File: src/hdl/mnst_pkg.sv
// Shared types and codes for the MIDI note span tracker.
// Used by mnst_cmp_unit, mnst_span_mem and midi_note_span_tracker_core.
package mnst_pkg;

    localparam logic [1:0] ACT_NOTE_ON  = 2'd0;
    localparam logic [1:0] ACT_NOTE_OFF = 2'd1;
    localparam logic [1:0] ACT_ALL_OFF  = 2'd2;
    localparam logic [1:0] ACT_QUERY    = 2'd3;

    localparam int TIME_W = 32;

    // One input request
    typedef struct packed {
        logic [1:0]        action;
        logic [3:0]        channel;
        logic [6:0]        key;
        logic [TIME_W-1:0] time_now;
        logic [TIME_W-1:0] window_begin;
        logic [TIME_W-1:0] window_end;
    } t_req;

    // One result item
    typedef struct packed {
        logic              found;
        logic [3:0]        span_channel;
        logic [6:0]        span_key;
        logic [TIME_W-1:0] span_start;
        logic [TIME_W-1:0] span_stop;
        logic              span_ringing;
        logic              last_of_run;
    } t_rsp;

    // One table entry
    typedef struct packed {
        logic [3:0]        channel;
        logic [6:0]        key;
        logic [TIME_W-1:0] start_time;
        logic [TIME_W-1:0] stop_time;
        logic              sounding;
    } t_span;

    // Compare unit outcome for the entry under evaluation
    typedef struct packed {
        logic              key_hit;
        logic              overlap;
        logic [TIME_W-1:0] stop_time;
    } t_cmp;

endpackage

File: src/hdl/mnst_cmp_unit.sv
// Shared compare unit: channel/key match and window overlap for one entry.
// Depends on mnst_pkg.
module mnst_cmp_unit (
    input  mnst_pkg::t_span i_span,
    input  mnst_pkg::t_req  i_req,
    output mnst_pkg::t_cmp  o_res
);

    logic [mnst_pkg::TIME_W-1:0] stop_eff;

    // A ringing span ends now
    assign stop_eff = i_span.sounding ? i_req.time_now : i_span.stop_time;

    assign o_res.key_hit   = (i_span.channel == i_req.channel) && (i_span.key == i_req.key);
    assign o_res.overlap   = (stop_eff >= i_req.window_begin) &&
                             (i_span.start_time <= i_req.window_end);
    assign o_res.stop_time = stop_eff;

endmodule

File: src/hdl/mnst_span_mem.sv
// Span table memory: one write port, one read port with registered data.
// Depends on mnst_pkg for the entry type.
module mnst_span_mem #(
    parameter int DEPTH = 64,
    parameter int AW    = 6
) (
    input  logic            i_clk,
    input  logic            i_we,
    input  logic [AW-1:0]   i_waddr,
    input  mnst_pkg::t_span i_wdata,
    input  logic            i_re,
    input  logic [AW-1:0]   i_raddr,
    output mnst_pkg::t_span o_rdata
);

    mnst_pkg::t_span r_mem [DEPTH];
    mnst_pkg::t_span r_rdata;

    always_ff @(posedge i_clk) begin
        if (i_we) begin
            r_mem[i_waddr] <= i_wdata;
        end
    end

    always_ff @(posedge i_clk) begin
        if (i_re) begin
            r_rdata <= r_mem[i_raddr];
        end
    end

    assign o_rdata = r_rdata;

endmodule

File: src/hdl/midi_note_span_tracker_core.sv
// MIDI note span tracker: note-on writes its entry straight from idle. Note-off, all-off
// and query scan the valid entries through the table's single read port, one entry a
// cycle; a note-off stops at its first match from the newest end, and a query ends
// in a flush state that emits its last result. Output stalls hold the scan.
// Reset (synchronous, active low) clears the pointers and the handshake state;
// the table contents stay undefined and are never read before written.
module midi_note_span_tracker_core #(
    parameter int TABLE_DEPTH = 64
) (
    input  logic           i_clk,
    input  logic           i_rst_n,
    input  logic           i_in_valid,
    output logic           o_in_ready,
    input  mnst_pkg::t_req i_in_data,
    output logic           o_out_valid,
    input  logic           i_out_ready,
    output mnst_pkg::t_rsp o_out_data
);

    localparam int AW = (TABLE_DEPTH > 1) ? $clog2(TABLE_DEPTH) : 1;
    localparam int CW = $clog2(TABLE_DEPTH + 1);

    localparam logic [1:0] S_IDLE  = 2'd0;
    localparam logic [1:0] S_SCAN  = 2'd1;
    localparam logic [1:0] S_FLUSH = 2'd2;

    logic [1:0]      r_state, n_state;
    logic [AW-1:0]   r_wslot, n_wslot;
    logic [CW-1:0]   r_cnt, n_cnt;
    logic [CW-1:0]   r_left, n_left;
    logic [AW-1:0]   r_rd_slot, n_rd_slot;
    logic [AW-1:0]   r_ev_slot, n_ev_slot;
    logic            r_ev_vld, n_ev_vld;
    logic            r_pend_vld, n_pend_vld;
    logic            r_out_vld, n_out_vld;
    mnst_pkg::t_req  r_req, n_req;
    mnst_pkg::t_rsp  r_pend, n_pend;
    mnst_pkg::t_rsp  r_out, n_out;

    logic            mem_we, mem_re;
    logic [AW-1:0]   mem_waddr;
    mnst_pkg::t_span mem_wdata, mem_rdata;
    mnst_pkg::t_cmp  cmp_res;

    logic            out_free, out_load, stall, hit;
    mnst_pkg::t_rsp  out_next;
    logic [AW-1:0]   slot_up, slot_down, newest, oldest, wslot_up;

    mnst_span_mem #(
        .DEPTH (TABLE_DEPTH),
        .AW    (AW)
    ) u_mem (
        .i_clk   (i_clk),
        .i_we    (mem_we),
        .i_waddr (mem_waddr),
        .i_wdata (mem_wdata),
        .i_re    (mem_re),
        .i_raddr (r_rd_slot),
        .o_rdata (mem_rdata)
    );

    mnst_cmp_unit u_cmp (
        .i_span (mem_rdata),
        .i_req  (r_req),
        .o_res  (cmp_res)
    );

    assign slot_up   = (r_rd_slot == AW'(TABLE_DEPTH - 1)) ? '0 : r_rd_slot + AW'(1);
    assign slot_down = (r_rd_slot == '0) ? AW'(TABLE_DEPTH - 1) : r_rd_slot - AW'(1);
    assign wslot_up  = (r_wslot == AW'(TABLE_DEPTH - 1)) ? '0 : r_wslot + AW'(1);
    assign newest    = (r_wslot == '0) ? AW'(TABLE_DEPTH - 1) : r_wslot - AW'(1);
    // Until the table fills, the oldest span sits in slot zero
    assign oldest    = (r_cnt == CW'(TABLE_DEPTH)) ? r_wslot : '0;

    assign out_free  = !r_out_vld || i_out_ready;
    // Hold the scan while a displaced result cannot be handed on
    assign stall     = r_ev_vld && (r_req.action == mnst_pkg::ACT_QUERY) &&
                       cmp_res.overlap && r_pend_vld && !out_free;

    always_comb begin
        n_state    = r_state;
        n_wslot    = r_wslot;
        n_cnt      = r_cnt;
        n_left     = r_left;
        n_rd_slot  = r_rd_slot;
        n_ev_slot  = r_ev_slot;
        n_ev_vld   = r_ev_vld;
        n_pend_vld = r_pend_vld;
        n_req      = r_req;
        n_pend     = r_pend;
        mem_we     = 1'b0;
        mem_re     = 1'b0;
        mem_waddr  = r_ev_slot;
        mem_wdata  = '{channel: mem_rdata.channel, key: mem_rdata.key,
                       start_time: mem_rdata.start_time,
                       stop_time: r_req.time_now, sounding: 1'b0};
        out_load   = 1'b0;
        out_next   = r_pend;
        hit        = 1'b0;

        case (r_state)
            S_IDLE: begin
                if (i_in_valid) begin
                    n_req      = i_in_data;
                    n_pend_vld = 1'b0;
                    if (i_in_data.action == mnst_pkg::ACT_NOTE_ON) begin
                        mem_we    = 1'b1;
                        mem_waddr = r_wslot;
                        mem_wdata = '{channel: i_in_data.channel, key: i_in_data.key,
                                      start_time: i_in_data.time_now,
                                      stop_time: i_in_data.time_now, sounding: 1'b1};
                        n_wslot   = wslot_up;
                        if (r_cnt != CW'(TABLE_DEPTH)) begin
                            n_cnt = r_cnt + CW'(1);
                        end
                    end else begin
                        n_state   = S_SCAN;
                        n_left    = r_cnt;
                        n_ev_vld  = 1'b0;
                        n_rd_slot = (i_in_data.action == mnst_pkg::ACT_NOTE_OFF) ?
                                    newest : oldest;
                    end
                end
            end

            S_SCAN: begin
                if (r_ev_vld) begin
                    case (r_req.action)
                        mnst_pkg::ACT_NOTE_OFF: begin
                            if (cmp_res.key_hit) begin
                                mem_we = 1'b1;
                                hit    = 1'b1;
                            end
                        end
                        mnst_pkg::ACT_ALL_OFF: begin
                            mem_we = mem_rdata.sounding;
                        end
                        mnst_pkg::ACT_QUERY: begin
                            if (!stall) begin
                                // Refresh the stop time of a ringing span
                                mem_we    = mem_rdata.sounding;
                                mem_wdata.sounding = 1'b1;
                                if (cmp_res.overlap) begin
                                    if (r_pend_vld) begin
                                        out_load = 1'b1;
                                        out_next = r_pend;
                                    end
                                    n_pend = '{found: 1'b1,
                                               span_channel: mem_rdata.channel,
                                               span_key: mem_rdata.key,
                                               span_start: mem_rdata.start_time,
                                               span_stop: cmp_res.stop_time,
                                               span_ringing: mem_rdata.sounding,
                                               last_of_run: 1'b0};
                                    n_pend_vld = 1'b1;
                                end
                            end
                        end
                        default: begin
                        end
                    endcase
                end

                if (hit) begin
                    // First match from the newest end closes the note; drop the rest
                    n_state  = S_IDLE;
                    n_ev_vld = 1'b0;
                    n_left   = '0;
                end else if (!stall) begin
                    if (r_left != '0) begin
                        mem_re    = 1'b1;
                        n_ev_vld  = 1'b1;
                        n_ev_slot = r_rd_slot;
                        n_rd_slot = (r_req.action == mnst_pkg::ACT_NOTE_OFF) ?
                                    slot_down : slot_up;
                        n_left    = r_left - CW'(1);
                    end else begin
                        n_ev_vld = 1'b0;
                        if (!r_ev_vld) begin
                            n_state = (r_req.action == mnst_pkg::ACT_QUERY) ?
                                      S_FLUSH : S_IDLE;
                        end
                    end
                end
            end

            S_FLUSH: begin
                if (out_free) begin
                    out_load = 1'b1;
                    if (r_pend_vld) begin
                        out_next = r_pend;
                    end else begin
                        out_next = '0;
                    end
                    out_next.last_of_run = 1'b1;
                    n_pend_vld = 1'b0;
                    n_state    = S_IDLE;
                end
            end

            default: begin
                n_state = S_IDLE;
            end
        endcase

        if (out_load) begin
            n_out     = out_next;
            n_out_vld = 1'b1;
        end else begin
            n_out     = r_out;
            n_out_vld = r_out_vld && !i_out_ready;
        end
    end

    always_ff @(posedge i_clk) begin
        if (!i_rst_n) begin
            r_state    <= S_IDLE;
            r_wslot    <= '0;
            r_cnt      <= '0;
            r_left     <= '0;
            r_ev_vld   <= 1'b0;
            r_pend_vld <= 1'b0;
            r_out_vld  <= 1'b0;
        end else begin
            r_state    <= n_state;
            r_wslot    <= n_wslot;
            r_cnt      <= n_cnt;
            r_left     <= n_left;
            r_ev_vld   <= n_ev_vld;
            r_pend_vld <= n_pend_vld;
            r_out_vld  <= n_out_vld;
        end
    end

    always_ff @(posedge i_clk) begin
        r_rd_slot <= n_rd_slot;
        r_ev_slot <= n_ev_slot;
        r_req     <= n_req;
        r_pend    <= n_pend;
        r_out     <= n_out;
    end

    assign o_in_ready  = (r_state == S_IDLE);
    assign o_out_valid = r_out_vld;
    assign o_out_data  = r_out;

    // No entry is under evaluation once the block takes requests again
    a_idle_no_eval: assert property (@(posedge i_clk) disable iff (!i_rst_n)
        (r_state == S_IDLE) |-> !r_ev_vld)
        else $error("entry evaluation pending while idle");

    a_cnt_bound: assert property (@(posedge i_clk) disable iff (!i_rst_n)
        r_cnt <= CW'(TABLE_DEPTH))
        else $error("entry count beyond table depth");

    // Before the table wraps, the write slot tracks the entry count
    a_wslot_cnt: assert property (@(posedge i_clk) disable iff (!i_rst_n)
        (r_cnt != CW'(TABLE_DEPTH)) |-> (r_wslot == AW'(r_cnt)))
        else $error("write slot out of step with entry count");

    a_pend_query: assert property (@(posedge i_clk) disable iff (!i_rst_n)
        r_pend_vld |-> ((r_state != S_IDLE) && (r_req.action == mnst_pkg::ACT_QUERY)))
        else $error("pending result outside a query");

    // A note request never reaches the output
    a_out_from_query: assert property (@(posedge i_clk) disable iff (!i_rst_n)
        $rose(r_out_vld) |-> ($past(r_req.action) == mnst_pkg::ACT_QUERY))
        else $error("result produced by a non-query request");

endmodule

File: config.mk
export PLATFORM = sky130hd
export DESIGN_NAME = midi_note_span_tracker_core
export DESIGN_NICKNAME = d
export VERILOG_FILES = /design/src/hdl/mnst_pkg.sv /design/src/hdl/mnst_cmp_unit.sv /design/src/hdl/mnst_span_mem.sv /design/src/hdl/midi_note_span_tracker_core.sv
export SDC_FILE = /design/constraint.sdc
export NUM_CORES = 2
export LEC_CHECK = 0
export ABC_CLOCK_PERIOD_IN_PS = 30800
export BUFFER_PORTS_ARGS = -buffer_cell sky130_fd_sc_hd__buf_2
export CAP_MARGIN = 25
export CORE_MARGIN = 5
export CORE_UTILIZATION = 45
export DETAILED_ROUTE_END_ITERATION = 10
export GPL_ROUTABILITY_DRIVEN = 0
export PLACE_DENSITY_LB_ADDON = 0.08
export SYNTH_ARGS = -nofsm -noshare
export SYNTH_HDL_FRONTEND = slang
export SYNTH_MEMORY_MAX_BITS = 65536
export SYNTH_SLANG_ARGS = --single-unit
File: constraint.sdc
create_clock -name i_clk -period 30.8 [get_ports i_clk]
set_clock_uncertainty 0.1 [all_clocks]
set_input_delay 6.16 -clock i_clk [delete_from_list [all_inputs] [get_ports i_clk]]
set_output_delay 6.16 -clock i_clk [all_outputs]
set_load 0.03 [all_outputs]
==> results by group <==
Place
  • PortBufs: roughly 190
  • Area after DPL: 211000 sq um
  • Inst Count DP: ~15000
  • Pre-CTS setup slack: approximately 19 ns
  • DP Wirelength: between 300 and 400 mm

Min path
  • Worst hold path class: flop to flop
  • HP Start: r_left[5]$_SDFFE_PN0P_

Power
  • LEAKAGE: about 72 nW
  • Maximum VDD drop: 0.000112 V
  • Pwr dens: between 90 and 100 nW/um^2

Yosys
  • Post-synth top area cell: edfxtp_1
  • Most frequent cells after synthesis: edfxtp_1 (5215), mux4_2 (1467), nand2_1 (334), clkbuf_1 (219), buf_2 (143)
  • Mean post-synth cell area: around 24 sq um
  • Post-synth ARST share: 0%
  • Synth top area cells: edfxtp_1 (78%), mux4_2 (16%), mux2i_1 (0.70%), nand2_1 (0.62%), ha_1 (0.49%)
  • Netlist cell types: slightly above 60
  • Flops & latches, synth: ~5200
  • Synth Instances: approximately 8500
  • Share of Yosys cell area claimed by the top area cell type: slightly below 80%
  • Syn Std Cell Area: approximately 200000 sq um
  • Warnings, synthesis: 0
  • Most frequent cell after synthesis: edfxtp_1
  • Most used DFF post-synth: edfxtp_1
  • Synthesized Nets: between 8000 and 9000
  • Sequential fraction of the synthesis area: between 70% and 80%
  • Post-synth EDFFs: ~5200

Global routing
  • GR Overflow Total: 0
  • Initial antenna violation count: 38
  • Number of global-route vias before repair: just under 100k
  • First-pass GRT wire length: approximately 800 mm
  • Pin count of the biggest net entering global routing: between 100 and 150
  • Gr usage total: 25.7%

Drt
  • DRT Wirelength: 598 mm
  • Antenna-violating nets left: 0
  • Vias per inst: ~6.1
  • Vias: 95800
  • DRT iter0 DRCs: ~11000
  • Initial DRT Pass Iterations: 6
  • DR DRC count: 0
  • Wire per inst: between 30 and 40 um

Floorplan
  • # rows: about 250
  • Die width: slightly below 700 um
  • Number of top-level pins: slightly below 200
  • Initial core utilization: 45.1%
  • Die Y: 678 um
  • Core footprint: roughly 450000 sq um
  • DIE AREA: about 460000 sq um

Worst setup path
  • Crit path from: i_in_valid
  • Buf/Inv on CP: 3
  • Arr. time, crit path: between 10 and 15 ns
  • Worst setup path class: input pin to flop
  • Cell family with most CP delay: simple AND/OR/NAND/NOR gates
  • Worst r2r src: u_mem.o_rdata[0]$_DFFE_PP_
  • CP endpoint kind: flop
  • Crit path launch type: input pin
  • Cell chain of the critical path: buf_2 -> and2_4 -> nand2_4 -> o21ai_0 -> nand3_2 -> a21oi_4 -> buf_4 -> buf_4
  • CP most frequent cell: buf_4
  • Worst EP required: ~31 ns
  • Crit path max-delay cell type: a21oi_4
  • Slowest stage delay, CP: between 0.8 and 0.9 ns
  • Worst Path Max Fanout: 51

Cells and area
  • Design Area, Final: ~230000 sq um
  • Share of cells above drive strength 1: a little under a third
  • Util after Layout: between 50% and 60%
  • NumNets Final: roughly 9400
  • Finished Layout Cells: 15600
  • Layout overhead on the synthesized area: 14.0%

Clock network
  • CTS tree: done
  • CTS resizes: 0
  • Clock Latency Late Sink: 1.03 ns
  • Depth of the CTS H-tree: 6
  • Cts bufs inserted: between 500 and 600
  • Sink Count: roughly 5200
  • CTS Buffer Depth: 4
  • Root Driver: clkbuf_16
  • Clock-pin slew of the registers on the worst-case setup and hold paths: approximately 0.060 ns
  • Post-CTS Repair Setup Buffers: 0
  • # hold bufs at CTS: 0

Outcome
  • Status: completed

STA
  • Final Hold Viols: 0
  • Max Fclk: roughly 92 MHz
  • Final setup violation count: 0
  • Final min period: 10.86 ns
  • Total negative setup slack: 0 ns
  • Period utilization: a little over a third
  • Slew Limit Headroom: a little under a quarter
  • Fin worst setup slack: 19.94 ns
  • RSZ-0062 raised after global routing: no
  • Slew Viols, Final: 0
  • Slew @ Worst Pin: 1.15 ns

Job
  • Max_cap viols: 0
## per-stage QoR
| step | power [mW] | hold slack [ns] |
|---|---|---|
| 2_1_floorplan | 12.7 | 0.324 |
| 3_3_place_gp | 15.3 | 0.349 |
| 3_5_place_dp | 15.4 | 0.374 |
| 4_1_cts | 21.8 | 0.382 |
| 5_1_grt | 22.3 | 0.423 |
| 6_report | 21.6 | 0.382 |
## layout by cell type, fill, tap and decap left out, types with 27 or more instances in the layout
cell type and count:
nor2_1 42, nand2_1 290, o221ai_1 27, a31oi_1 39
a21oi_1 71, buf_4 322, a21oi_4 64, nand2_2 39
mux4_2 1467, inv_1 84, mux2_2 32, clkinv_2 80
clkbuf_16 579, nor2b_1 46, buf_2 193, a211oi_1 64
o22ai_1 39, mux2i_1 140, clkinv_1 137, edfxtp_1 5215
ha_1 78, o21ai_0 46, clkbuf_1 131, bufinv_16 28
and2_1 89, buf_12 28
## sequential cells by signal, summed over array words and instances (netlist names)
| name | count |
|---|---|
| r_left | 7 |
| r_state | 2 |
| r_cnt | 7 |
| u_mem.r_mem | 4864 |
| r_pend_vld | 1 |
| r_req | 109 |
| u_mem.o_rdata | 76 |
| r_rd_slot | 6 |
| r_ev_vld | 1 |
| r_pend | 76 |
| r_ev_slot | 6 |
| o_out_valid | 1 |
| o_out_data | 78 |
| r_wslot | 6 |
## power breakdown
part	leakage, nW	total (mW)	switching, mW	internal, mW
Sequential	47.2	8.68	0.0857	8.60
Combinational	16.0	6.46	4.07	2.40
Clock	8.51	6.43	2.74	3.69
Total	71.7	21.6	6.89	14.7
## path summary, 6_finish.rpt
path | end | slack (ns) | cells past startpoint
max | u_mem.r_mem[28][58]$_DFFE_PP_ | 19.94 | 8
min | r_left[5]$_SDFFE_PN0P_ | 0.38 | 2
max reg2reg | u_mem.r_mem[28][58]$_DFFE_PP_ | 23.81 | 13
min reg2reg | r_left[5]$_SDFFE_PN0P_ | 0.38 | 2
## worst reg2reg max path, cell delays in order, from the launching register on
cell and delay, ns:
edfxtp_1 0.42, buf_4 0.63, mux2i_1 0.55, ha_1 0.31, nand2b_1 0.14, a211oi_1 0.26, o21bai_1 0.21, a211o_1 0.37
a31oi_1 0.41, or4b_4 0.38, nand3_2 0.45, a21oi_4 0.89, buf_4 0.66, buf_4 0.70
## cell families after synthesis
logic type | synth area share [%]
DFF | 78.2
muxes | 17.3
and+or+nand+nor | 1.50
buffers and inverters | 1.12
AOI/OAI and AO/OA | 1.27
adders and majority gates | 0.486
xor gates and xnor gates | 0.105
## cell type report
type / count / area, sq um
fill: 34700 / 216000
antenna: 22 / 55.1
multi-input combinational: 2777 / 42500
clock buffer: 712 / 15000
timing repair buffer: 558 / 4260
clock inverter: 290 / 2360
tap: 5928 / 7420
sequential: 5240 / 157000
inverter: 86 / 330
## routing by layer
layer | track usage, % | vias up | wire [um]
met5 | 0 | - | 61
met4 | 8.57 | 8 | 22600
met3 | 3.62 | 798 | 38600
met2 | 42.7 | 3810 | 298000
met1 | 35.2 | 53300 | 239000
li1 | - | 37900 | -
Note: power is estimated with default switching activity, not from simulation.
